--- config.mk ---
export PLATFORM = sky130hd
export DESIGN_NAME = modbus_write_coil_frame_builder_top
export DESIGN_NICKNAME = d
export VERILOG_FILES = /design/src/mwcfb_pkg.sv /design/src/modbus_write_coil_frame_builder_top.sv /design/src/mwcfb_front.sv /design/src/mwcfb_queue.sv /design/src/mwcfb_back.sv
export SDC_FILE = /design/constraint.sdc
export NUM_CORES = 1
export LEC_CHECK = 0
export BUFFER_PORTS_ARGS = -buffer_cell sky130_fd_sc_hd__buf_2
export CAP_MARGIN = 10
export CORE_ASPECT_RATIO = 0.5
export CORE_MARGIN = 10
export CORE_UTILIZATION = 50
export DETAILED_ROUTE_END_ITERATION = 7
export PLACE_DENSITY = 0.71
export SYNTH_ARGS = -nofsm -noshare
export SYNTH_HDL_FRONTEND = slang
export SYNTH_HIERARCHICAL = 1
export SYNTH_SLANG_ARGS = --single-unit
--- constraint.sdc ---
create_clock -name i_clk -period 3.6 [get_ports i_clk]
set_clock_uncertainty 0.15 [all_clocks]
set_input_delay 0.36 -clock i_clk [delete_from_list [all_inputs] [get_ports i_clk]]
set_output_delay 0.36 -clock i_clk [all_outputs]
set_load 0.005 [all_outputs]
--- src/mwcfb_pkg.sv ---
// types, constants and crc helper for the write single coil frame builder
package mwcfb_pkg;

    localparam logic [7:0]  FUNC_WRITE_COIL = 8'h05;
    localparam logic [7:0]  COIL_ON_HIGH    = 8'hFF;
    localparam logic [7:0]  COIL_OFF_HIGH   = 8'h00;
    localparam logic [7:0]  VALUE_LOW       = 8'h00;
    localparam logic [15:0] CRC_INIT        = 16'hFFFF;
    localparam logic [15:0] CRC_POLY        = 16'hA001;

    // position of a byte within the frame, in transmit order
    typedef enum logic [2:0] {
        POS_SLAVE   = 3'd0,
        POS_FUNC    = 3'd1,
        POS_ADDR_HI = 3'd2,
        POS_ADDR_LO = 3'd3,
        POS_VAL_HI  = 3'd4,
        POS_VAL_LO  = 3'd5,
        POS_CRC_LO  = 3'd6,
        POS_CRC_HI  = 3'd7
    } t_byte_pos;

    // one finished request waiting for transmission
    typedef struct packed {
        logic [7:0]  slave_address;
        logic [15:0] coil_addr;
        logic        coil_on;
        logic [15:0] crc;
    } t_req;

    // queue fill status seen by both sides
    typedef struct packed {
        logic full;
        logic empty;
    } t_q_status;

    // frame byte at a given position, crc bytes taken from the entry
    function automatic logic [7:0] frame_byte_at(input t_req req, input t_byte_pos pos);
        logic [7:0] b;
        case (pos)
            POS_SLAVE:   b = req.slave_address;
            POS_FUNC:    b = FUNC_WRITE_COIL;
            POS_ADDR_HI: b = req.coil_addr[15:8];
            POS_ADDR_LO: b = req.coil_addr[7:0];
            POS_VAL_HI:  b = req.coil_on ? COIL_ON_HIGH : COIL_OFF_HIGH;
            POS_VAL_LO:  b = VALUE_LOW;
            POS_CRC_LO:  b = req.crc[7:0];
            POS_CRC_HI:  b = req.crc[15:8];
            default:     b = VALUE_LOW;
        endcase
        return b;
    endfunction

    // crc-16/modbus update by one byte, lsb first
    function automatic logic [15:0] crc_add_byte(input logic [15:0] crc_in,
                                                 input logic [7:0]  data);
        logic [15:0] c;
        c = crc_in ^ {8'h00, data};
        for (int k = 0; k < 8; k++) begin
            if (c[0]) begin
                c = (c >> 1) ^ CRC_POLY;
            end else begin
                c = c >> 1;
            end
        end
        return c;
    endfunction

endpackage

--- src/modbus_write_coil_frame_builder_top.sv ---
// top level of the modbus rtu write single coil request builder
// Each word taken on the slave side (slave address, coil address, on/off)
// becomes the eight-byte write single coil request on the master side:
// slave, 0x05, address high, address low, 0xFF/0x00, 0x00, crc low, crc
// high, with tlast on the crc high byte. The crc-16/modbus (init 0xFFFF,
// reflected poly 0xA001) runs over the first six bytes. The sustained rate
// is set by the byte-wide output register, which sends one frame byte per
// cycle while the master side is ready. The front end runs the crc one
// byte per cycle and hands the result to a two-entry queue, so the next
// request is taken while the previous frame is still going out. No state
// survives between requests; reset clears only the control registers
// (busy flag, byte positions, output valid, queue pointers and count).
module modbus_write_coil_frame_builder_top
    import mwcfb_pkg::*;
(
    input  logic        i_clk,
    input  logic        i_rst_n,
    // slave side: request words
    input  logic        i_s_tvalid,
    output logic        o_s_tready,
    input  logic [31:0] i_s_tdata,   // [7:0] slave_address, [23:8] coil_addr,
                                     // [24] coil_on, [31:25] zero
    // master side: frame bytes
    output logic        o_m_tvalid,
    input  logic        i_m_tready,
    output logic [7:0]  o_m_tdata,   // [7:0] frame_byte
    output logic        o_m_tlast    // last_byte
);

    // front to queue
    logic      w_push;
    t_req      w_push_req;
    // queue to back
    t_req      w_head;
    t_q_status w_q_status;
    logic      w_pop;

    // crc front end, one header byte per cycle
    mwcfb_front u_front (
        .i_clk           (i_clk),
        .i_rst_n         (i_rst_n),
        .i_valid         (i_s_tvalid),
        .o_ready         (o_s_tready),
        .i_slave_address (i_s_tdata[7:0]),
        .i_coil_addr     (i_s_tdata[23:8]),
        .i_coil_on       (i_s_tdata[24]),
        .i_q_status      (w_q_status),
        .o_push          (w_push),
        .o_push_req      (w_push_req)
    );

    // decouples crc work from byte transmission
    mwcfb_queue u_queue (
        .i_clk      (i_clk),
        .i_rst_n    (i_rst_n),
        .i_push     (w_push),
        .i_push_req (w_push_req),
        .i_pop      (w_pop),
        .o_head     (w_head),
        .o_status   (w_q_status)
    );

    // byte sequencer with registered output
    mwcfb_back u_back (
        .i_clk        (i_clk),
        .i_rst_n      (i_rst_n),
        .i_head       (w_head),
        .i_q_status   (w_q_status),
        .o_pop        (w_pop),
        .o_valid      (o_m_tvalid),
        .i_ready      (i_m_tready),
        .o_frame_byte (o_m_tdata),
        .o_last_byte  (o_m_tlast)
    );

endmodule

--- src/mwcfb_front.sv ---
// front end: takes a request and runs the crc over the six header bytes
module mwcfb_front
    import mwcfb_pkg::*;
(
    input  logic        i_clk,
    input  logic        i_rst_n,
    input  logic        i_valid,
    output logic        o_ready,
    input  logic [7:0]  i_slave_address,
    input  logic [15:0] i_coil_addr,
    input  logic        i_coil_on,
    input  t_q_status   i_q_status,
    output logic        o_push,
    output t_req        o_push_req
);

    logic        r_busy;
    t_byte_pos   r_pos;
    t_req        r_req;
    logic [15:0] r_crc;

    logic        n_busy;
    t_byte_pos   n_pos;
    logic [15:0] n_crc;
    logic        w_last;
    logic        w_accept;

    assign n_crc    = crc_add_byte(r_crc, frame_byte_at(r_req, r_pos));
    assign w_last   = r_busy && (r_pos == POS_VAL_LO);
    assign o_push   = w_last && !i_q_status.full;
    assign o_ready  = !r_busy || o_push;
    assign w_accept = i_valid && o_ready;

    always_comb begin
        o_push_req     = r_req;
        o_push_req.crc = n_crc;
    end

    always_comb begin
        n_busy = r_busy;
        n_pos  = r_pos;
        if (w_accept) begin
            n_busy = 1'b1;
            n_pos  = POS_SLAVE;
        end else if (o_push) begin
            n_busy = 1'b0;
        end else if (r_busy && !w_last) begin
            n_pos = t_byte_pos'(r_pos + 3'd1);
        end
    end

    always_ff @(posedge i_clk) begin
        if (!i_rst_n) begin
            r_busy <= 1'b0;
            r_pos  <= POS_SLAVE;
        end else begin
            r_busy <= n_busy;
            r_pos  <= n_pos;
        end
    end

    always_ff @(posedge i_clk) begin
        if (w_accept) begin
            r_req.slave_address <= i_slave_address;
            r_req.coil_addr     <= i_coil_addr;
            r_req.coil_on       <= i_coil_on;
            r_req.crc           <= CRC_INIT;
            r_crc               <= CRC_INIT;
        end else if (r_busy && !w_last) begin
            r_crc <= n_crc;
        end
    end

endmodule

--- src/mwcfb_queue.sv ---
// two-entry queue of finished requests between front and back
module mwcfb_queue
    import mwcfb_pkg::*;
(
    input  logic      i_clk,
    input  logic      i_rst_n,
    input  logic      i_push,
    input  t_req      i_push_req,
    input  logic      i_pop,
    output t_req      o_head,
    output t_q_status o_status
);

    t_req       r_ent [2];
    logic       r_wr_ptr;
    logic       r_rd_ptr;
    logic [1:0] r_count;

    logic       w_push;
    logic       w_pop;

    assign o_status.full  = (r_count == 2'd2);
    assign o_status.empty = (r_count == 2'd0);
    assign w_push = i_push && !o_status.full;
    assign w_pop  = i_pop && !o_status.empty;
    assign o_head = r_ent[r_rd_ptr];

    always_ff @(posedge i_clk) begin
        if (!i_rst_n) begin
            r_wr_ptr <= 1'b0;
            r_rd_ptr <= 1'b0;
            r_count  <= 2'd0;
        end else begin
            if (w_push) begin
                r_wr_ptr <= !r_wr_ptr;
            end
            if (w_pop) begin
                r_rd_ptr <= !r_rd_ptr;
            end
            case ({w_push, w_pop})
                2'b10:   r_count <= r_count + 2'd1;
                2'b01:   r_count <= r_count - 2'd1;
                default: r_count <= r_count;
            endcase
        end
    end

    always_ff @(posedge i_clk) begin
        if (w_push) begin
            r_ent[r_wr_ptr] <= i_push_req;
        end
    end

endmodule

--- src/mwcfb_back.sv ---
// back end: walks the queue head byte by byte into the output register
module mwcfb_back
    import mwcfb_pkg::*;
(
    input  logic       i_clk,
    input  logic       i_rst_n,
    input  t_req       i_head,
    input  t_q_status  i_q_status,
    output logic       o_pop,
    output logic       o_valid,
    input  logic       i_ready,
    output logic [7:0] o_frame_byte,
    output logic       o_last_byte
);

    t_byte_pos  r_pos;
    logic       r_valid;
    logic [7:0] r_byte;
    logic       r_last;

    logic       w_load;
    logic       w_fire;

    assign w_load = !r_valid || i_ready;
    assign w_fire = w_load && !i_q_status.empty;
    assign o_pop  = w_fire && (r_pos == POS_CRC_HI);

    assign o_valid      = r_valid;
    assign o_frame_byte = r_byte;
    assign o_last_byte  = r_last;

    always_ff @(posedge i_clk) begin
        if (!i_rst_n) begin
            r_valid <= 1'b0;
            r_pos   <= POS_SLAVE;
        end else if (w_fire) begin
            r_valid <= 1'b1;
            r_pos   <= t_byte_pos'(r_pos + 3'd1);
        end else if (w_load) begin
            r_valid <= 1'b0;
        end
    end

    always_ff @(posedge i_clk) begin
        if (w_fire) begin
            r_byte <= frame_byte_at(i_head, r_pos);
            r_last <= (r_pos == POS_CRC_HI);
        end
    end

endmodule

# Word-level counts from Yosys, hierarchy flattened
# Memories as Yosys holds them, arrays and structs flattened. A register that Yosys moved wholly into a read port is not among the register bits.
# Index checks and enable logic that the tools add are counted.
dict set report totals {
  mem_count 1
  wordCells 93
  latchBits 0
  reg_bits 62
  out_inout_bits 11
  rom_bits 0
  mem_bits_rw 82
}
# memory words width read_ports rd_clocked_by_memory_dff wr line_no
set memory_table {}
lappend memory_table {u_queue.r_ent 2 41 1 1 1 mwcfb_queue.sv:14} ;# t_req r_ent [2];
dict set report classes {
  magnitude_cmp 0
  bitwise 11
  n_reduce_logical 26
  addsub 4
  multipliers 0
  shift 0
  muxes 21
  n_div 0
  n_eq_ne 17
}
# op n
set ops {}
lappend ops {{$mux W16} 8}
lappend ops {{$pmux W8 S8} 1}
lappend ops {{$pmux W8 S7} 1}
lappend ops {{$eq A3 B3 Y1 const B} 8}
lappend ops {{$not A2 Y3} 8}
lappend ops {{$mux W8} 2}
lappend ops {{$xor A16 B8 Y16} 1}
lappend ops {{$eq A3 B2 Y1 const B} 4}
lappend ops {{$logic_and A1 B1 Y1} 8}
lappend ops {{$mux W1} 8}
lappend ops {{$logic_not A1 Y1} 7}
lappend ops {{$add A3 B1 Y3 const B} 2}
lappend ops {{$eq A3 B1 Y1 const B} 2}
lappend ops {{$logic_not A3 Y1} 2}
lappend ops {{$reduce_bool A2 Y1} 3}
lappend ops {{$eq A2 B2 Y1 const B} 2}
lappend ops {{$pmux W2 S2} 1}
lappend ops {{$reduce_or A2 Y1} 2}
lappend ops {{$add A2 B1 Y2 const B} 1}
lappend ops {{$eq A2 B1 Y1 const B} 1}
lappend ops {{$logic_not A2 Y1} 1}
lappend ops {{$logic_or A1 B1 Y1} 2}
lappend ops {{$not A1 Y1} 2}
lappend ops {{$reduce_and A2 Y1} 1}
lappend ops {{$sub A2 B1 Y2 const B} 1}

# Logic depth before layout (Yosys ltp)
# Gate-level depths: netlist of the first run.
dict set report logic_depth {
  ltp_word 20
  depth_mapped 12
  ltp_nobuf 10
}

# Cells and area by module
# The synthesis of the first run kept the hierarchy.
# module cells_each n_inst area_each_um2
set by_module_without_submodules {}
lappend by_module_without_submodules {mwcfb_queue 154 1 3184.3}
lappend by_module_without_submodules {mwcfb_front 188 1 2098.3}
lappend by_module_without_submodules {mwcfb_back 82 1 943.4}

# Least setup slack after synthesis of the first run
# Ideal clock, no wire load.
dict set report synth_path {
  kind {register to register}
  startpoint {reg u_front.r_pos[1]}
  endpoint {mem u_queue/r_ent[0][15] in the netlist's numbering, data pin}
  n_path_buf 2
  path_slack_ns 0.355
  t_required_ns 3.172
  t_arrival_ns 2.816
  stages_incl_launch_ff 12
  synth_period_minus_slack_ns 3.245
  cell_sequence {dfxtp_1 > inv_1 > ha_1 > or4b_1 > buf_2 > and2_4 > buf_6 > a21oi_1 > xnor2_1 > xor2_1 > xnor3_2 > xor2_2}
}
# element line_no
set synth_lines {}
lappend synth_lines {{start, declared} mwcfb_front.sv:18} ;# t_byte_pos r_pos;
lappend synth_lines {{start signal, assigned} mwcfb_front.sv:58} ;# r_pos <= n_pos;
lappend synth_lines {{end, declared} mwcfb_queue.sv:14}

==> impl_metrics.tcl, run 1 <==
set metrics [dict create \
    startpoint_type "register" \
    yosysMostFrequentCell "edfxtp_1" \
    ios 47 \
    min_period_ns 3.40 \
    fmaxAchievable_mhz 294 \
    ant_nets 0 \
    powerDensity_nw_per_um2 610 \
    die_h_um 98.9 \
    fp-row-count 28 \
    post-dp-hpwl_um 8860 \
    synth.area.top_cells "edfxtp_1 56%, dfxtp_1 9.3%, mux2_2 7.4%" \
    dieArea_um2 17600 \
    drive_gt1_share_pct 28.5 \
    ys_top_cells_by_count "116 x edfxtp_1, 41 x mux2_2, 36 x nand2_1" \
    worstPathRequired_ns 3.76 \
    tns_ns 0 \
    synthFlopType "edfxtp_1" \
    slew_violations 0 \
    cts_setup_buffers 0 \
    grt_max_degree 42 \
    cts_sinks 145 \
    die_w_um 178 \
    first_global_vias 3608 \
    cts_root_buffer "clkbuf_16" \
    cts_made_buffers 17 \
    fin_area_um2 7410 \
    yosysWarnings 6 \
    h-tree-depth 4 \
    syn_to_final_growth_pct 19.0 \
    drv_cap 0 \
    diodes 0 \
    overflow 0 \
    vias 3652 \
    arrival_ns 3.56 \
    antenna_found_initial 0 \
    tightest_slew_ns 0.724 \
    period_share_pct 94.4 \
    synth_nets 473 \
    avgRoutedWirePerCell_um 19.7 \
    cts_tree "yes" \
    p_leak_nw 2.71 \
    syn-cell-area_um2 6230 \
    async_flop_share_pct 0 \
    synth.top_cell.area_share_pct 55.9 \
    clkTransAtPathRegs_ns 0.06 \
    placed_area_um2 6580 \
    ir_drop_uv 351 \
    gp_congestion 0.820 \
    drt_iter0_drc 397 \
    portBuffers 39 \
    synth_cell_types 53 \
    grt_use_total_pct 15.4 \
    cp_max_fo 13 \
    synth_largest_area_cell "edfxtp_1" \
    finalHoldViolations 0 \
    synth_edf_count 116 \
    cp-end-kind "register" \
    routed_wl_um 13200 \
    worst_slack_ns 0.203 \
    syn_inst 424 \
    clk_latency_ns 0.42 \
    rsz0062_at_grt "no" \
    reg2reg_from "u_front/r_pos[2]" \
    min-delay-path-class "in -> reg" \
    ys_seq_area_share_pct 65.3 \
    first_pass_iters 7 \
    slowest_stage "dfxtp_1" \
    worst_path_largest_cell_delay_ns 0.60 \
    drc 0 \
    clock_path_buffers 2 \
    post-place-ws_ns 0.183 \
    crit_start "u_front/r_pos[2]" \
    core_um2 12000 \
    outcome "complete, no violations" \
    synth.avg_cell_area_um2 14.7 \
    viasPerCell 5.48 \
    worstPathCellList "inv_1 -> ha_1 -> a222oi_1 -> a21oi_2 -> xnor2_1 -> xor3_1 -> xnor3_2 -> xor2_2 -> a21o_1" \
    ys_ff_latch 145 \
    worstSetupPathType "reg -> reg" \
    initial_core_util_pct 52.0 \
    slew_headroom_pct 51.6 \
    grt_pass1_wl_um 20200 \
    finalSetupViolCount 0 \
    hp-start "i_s_tvalid" \
    fin_nets 538 \
]
## worst max-delay path: cells and delay by family (launching register included)
kind,cells,cell delay [ns]
AOI/OAI and AO/OA,3,0.80
xor gates and xnor gates,4,1.30
adders and majority gates,1,0.34
buffers and inverters,1,0.09
DFF,1,0.60
## stage by stage
step / std cells / hold WS, ns / util (%) / power, W
6_report: 667 / 0.0818 / 61.9 / 0.00452
5_1_grt: 667 / 0.0740 / 61.9 / 0.00469
4_1_cts: 667 / 0.0631 / 61.8 / 0.00453
3_5_place_dp: 610 / 0.324 / 54.9 / 0.00282
3_3_place_gp: 610 / 0.314 / 54.9 / 0.00280
2_1_floorplan: 424 / 0.294 / - / 0.00264
## layout by cell type, fill, tap and decap left out, types with 4 or more instances in the layout
cell	count
mux2_2	41
a222oi_1	6
clkbuf_16	17
inv_6	5
xnor2_1	15
a221o_1	6
edfxtp_1	116
buf_2	39
a211oi_1	4
xor2_1	6
nor2b_1	5
dlygate4sd3_1	25
a21oi_1	16
buf_4	5
nand3_1	14
a22o_1	14
o21ai_0	7
inv_1	14
and3_1	4
mux2_4	6
nor2_1	6
dfxtp_1	29
nand2_1	36
ha_1	13
## kinds of logic (layout without fill, tap and decap cells)
group	Yosys count	count (layout)	synth area share, %
AO/OA/AOI/OAI	72	72	8.80
XOR/XNOR	26	26	4.50
adder cells (fa/ha/maj)	13	13	2.61
buffers and inverters	41	119	3.28
flip-flops	145	145	65.3
multiplexers	48	48	9.02
AND/OR/NAND/NOR	79	79	6.51
## timing repair
| item | 4_1_cts | 5_1_grt |
|---|---|---|
| hold buffers | 25 | 0 |
| endpoints found under the setup margin | 0 | 6 |
| hold endpoints to repair | 25 | 0 |
| gates resized for setup | 0 | 2 |
## cell type report
class | count | area [um^2]
clock buffers | 17 | 425
clock inverters | 15 | 149
fillers | 907 | 4570
inverters | 15 | 56.3
multi-input cells | 238 | 1970
flip-flops and latches | 145 | 4060
well taps | 165 | 206
repair buffers | 72 | 543
## layer usage
| layer | up-vias | wire [um] | GRT usage (%) | part of all wire [%] |
|---|---|---|---|---|
| met5 | - | 0 | 0 | 0 |
| met4 | 0 | 159 | 5.48 | 1.2 |
| met3 | 16 | 1320 | 5.67 | 10 |
| met2 | 140 | 5680 | 22.1 | 43 |
| met1 | 1779 | 5990 | 20.8 | 46 |
| li1 | 1717 | - | - | - |
## worst paths after layout
kind / to / slack, ns / cells after the start
max: u_front/r_crc[15] / 0.20 / 9
min: u_front/r_busy / 0.08 / 3
max reg2reg: u_front/r_crc[15] / 0.20 / 9
min reg2reg: u_queue/r_wr_ptr / 0.33 / 2
## registers in the layout, indices dropped and copies added (netlist names), 2 cells and up, named ones only
signal,count
u_front/r_pos,3
u_back/r_pos,3
u_queue/r_count,2
u_queue/r_ent,82
u_front/r_crc,16
u_front/o_push_req,25
u_back/o_frame_byte,8
## power by group
group          switching [W]  internal, W  total, W
combinational       0.000434     0.000311  0.000745
clock               0.000724     0.000972   0.00170
sequential         0.0000694      0.00201   0.00208
Note: power is estimated with default switching activity, not from simulation.
==> run 2: changes to the inputs <==
--- a/config.mk
+++ b/config.mk
@@ -5,6 +5,7 @@
 export SDC_FILE = /design/constraint.sdc
 export NUM_CORES = 1
 export LEC_CHECK = 0
+export ABC_AREA = 1
 export BUFFER_PORTS_ARGS = -buffer_cell sky130_fd_sc_hd__buf_2
 export CAP_MARGIN = 10
 export CORE_ASPECT_RATIO = 0.5
==> run 2 against run 1 <==
Against the previous run: area after synthesis increased by 11%; combinational power decreased by 39%; global-route usage increased by 0.57 points; highest routed layer unchanged; critical path depth increased by 8; clock-buffer cell count increased by 7; design area increased by 8.9%; via count increased by 23%; largest cell class unchanged; maximum frequency increased by 14%; sequential share of layout area decreased by 4.5 points; sequential power decreased by 6%; register-to-register slack improved by 0.41 ns; synthesized cell count increased by 38%.
==> impl_metrics.tcl, run 2 <==
set metrics [dict create \
    outcome "complete, no violations" \
    synth.area.top_cells "edfxtp_1 50%, mux2_4 8.7%, dfxtp_1 8.4%" \
    overflow 0 \
    synth_edf_count 116 \
    first_global_vias 4335 \
    cts_root_buffer "clkbuf_16" \
    finalSetupViolCount 0 \
    worstSetupPathType "reg -> reg" \
    clkTransAtPathRegs_ns 0.06 \
    ir_drop_uv 313 \
    ant_nets 0 \
    path_buf_inv 3 \
    crit_top_cell "nand2_1" \
    tns_ns 0 \
    antenna_found_initial 0 \
    rsz0062_at_grt "no" \
    grt_pass1_wl_um 23400 \
    fin_nets 702 \
    p_leak_nw 3.29 \
    synth_cell_types 41 \
    fp-row-count 30 \
    slew_violations 0 \
    synth_top_family_by_area "simple AND/OR/NAND/NOR gates" \
    final_common_cell "nand2_1" \
    startpoint_type "register" \
    synth.avg_cell_area_um2 11.9 \
    vias 4492 \
    synthFlopType "edfxtp_1" \
    synth-xor-area-share_pct 0.886 \
    drt_iter0_drc 380 \
    min_period_ns 2.98 \
    fmaxAchievable_mhz 335 \
    initial_core_util_pct 51.1 \
    post-place-ws_ns 0.685 \
    cts_made_buffers 17 \
    ys_seq_area_share_pct 58.7 \
    crit_family "simple AND/OR/NAND/NOR gates" \
    yosysWarnings 6 \
    syn_inst 583 \
    grt_use_total_pct 15.9 \
    portBuffers 39 \
    period_share_pct 82.9 \
    syn_to_final_growth_pct 16.6 \
    first_pass_iters 5 \
    synth-compound-area-share_pct 4.34 \
    min-delay-path-class "in -> reg" \
    diodes 0 \
    reg2reg_from "u_front/r_pos[0]" \
    die_h_um 103 \
    async_flop_share_pct 0 \
    arrival_ns 3.00 \
    worst_slack_ns 0.616 \
    grt_max_degree 42 \
    dieArea_um2 19200 \
    synth_largest_area_cell "edfxtp_1" \
    syn-cell-area_um2 6920 \
    synth.top_cell.area_share_pct 50.3 \
    routed_wl_um 14900 \
    cp-end-kind "register" \
    cts_tree "yes" \
    largest_register_ff_count 82 \
    ys_top_cells_by_count "127 x nand2_1, 116 x edfxtp_1, 51 x nand3_1" \
    slowest_stage "dfxtp_1" \
    clock_path_buffers 2 \
    cts_sinks 145 \
    worstPathCellList "inv_1 -> ha_1 -> o21ai_4 -> nand2_8 -> clkinv_2 -> nand2_1 -> nand2_1 -> nand2_1 -> nand2_1 -> nand3_1 -> nand2_2 -> inv_1 -> nand2_4 -> nand2_4 -> nand2_1 -> nand3_2 -> and2_1" \
    worst_path_largest_cell_delay_ns 0.38 \
    hp-start "i_m_tready" \
    slew_headroom_pct 54.9 \
    ys_ff_latch 145 \
    synth-simple-area-share_pct 18.9 \
    ios 47 \
    yosysMostFrequentCell "nand2_1" \
    synth_nets 632 \
    tightest_slew_ns 0.676 \
    avgRoutedWirePerCell_um 17.3 \
    drive_gt1_share_pct 26.6 \
    core_um2 13600 \
    powerDensity_nw_per_um2 525 \
    gp_congestion 0.850 \
    regMostFlops "u_queue/r_ent" \
    worstPathRequired_ns 3.62 \
    drc 0 \
    synth_fa_ha_area_share_pct 2.35 \
    cts.repair.resized 0 \
    cp_max_fo 16 \
    drv_cap 0 \
    synthMuxAreaShare_pct 8.84 \
    viasPerCell 5.24 \
    post-dp-hpwl_um 9990 \
    die_w_um 186 \
    finalHoldViolations 0 \
    h-tree-depth 4 \
    clk_latency_ns 0.42 \
    final_cell_mix "127 x nand2_1, 116 x edfxtp_1, 51 x nand3_1" \
    crit_start "u_front/r_pos[0]" \
]
-- run 2: routing by layer --
| layer | vias to the layer above | GRT usage [%] | wire (um) |
|---|---|---|---|
| li1 | 2148 | - | - |
| met2 | 174 | 25.9 | 6970 |
| met1 | 2156 | 20.8 | 6590 |
| met4 | 0 | 5.65 | 157 |
| met3 | 14 | 3.71 | 1160 |
| met5 | - | 0 | 0 |
-- run 2: where the power goes --
group	internal (W)	total (W)	leakage [nW]	switching [W]
Clock	0.00114	0.00183	0.297	0.000691
Sequential	0.00191	0.00196	1.29	0.0000530
Combinational	0.000163	0.000454	1.70	0.000291
Total	0.00320	0.00424	3.29	0.00103
-- run 2: path summary, 6_finish.rpt --
kind | cells after the start | to | slack [ns]
min | 4 | u_back/o_valid | 0.07
min reg2reg | 2 | u_queue/r_rd_ptr | 0.33
max reg2reg | 17 | u_queue/r_ent[1][0] | 0.62
max | 17 | u_queue/r_ent[1][0] | 0.62
-- run 2: cell type report --
| type | count | area [um^2] |
|---|---|---|
| Clock buffer | 24 | 546 |
| Clock inverter | 8 | 86.3 |
| Fill cell | 1028 | 5480 |
| Inverter | 48 | 181 |
| Multi-Input combinational cell | 369 | 2450 |
| Sequential cell | 145 | 4070 |
| Tap cell | 192 | 240 |
| Timing Repair Buffer | 72 | 505 |
-- run 2: worst reg2reg max path: cells and delay by family (launching register included) --
kind | cells | cell delay (ns)
AOI/OAI and AO/OA | 1 | 0.37
adders and majority gates | 1 | 0.31
buffers and inverters | 3 | 0.30
and+or+nand+nor | 12 | 1.24
DFF | 1 | 0.38
-- run 2: cells by family after synthesis --
family | count (synthesis)
buf+inv | 69
simple gates | 259
flops | 145
mux | 41
fa+ha+maj | 13
xor+xnor | 7
compound gates | 49
-- run 2: timing repair --
item,CTS,global route
hold buffers,25,0
endpoints found under the setup margin,0,0
endpoints found under the hold margin,25,0
buffers inserted,0,0
-- run 2: metrics by stage --
step / power [W] / cells / utilization (%) / area, um^2 / hold slack (ns)
floorplan: 0.00231 / 583 / - / 6920 / 0.295
global placement: 0.00239 / 801 / 53.1 / 7190 / 0.293
detailed placement: 0.00241 / 801 / 53.1 / 7190 / 0.309
CTS: 0.00426 / 858 / 59.6 / 8070 / 0.0604
global route: 0.00439 / 858 / 59.6 / 8070 / 0.0944
finish: 0.00424 / 858 / 59.6 / 8070 / 0.0680
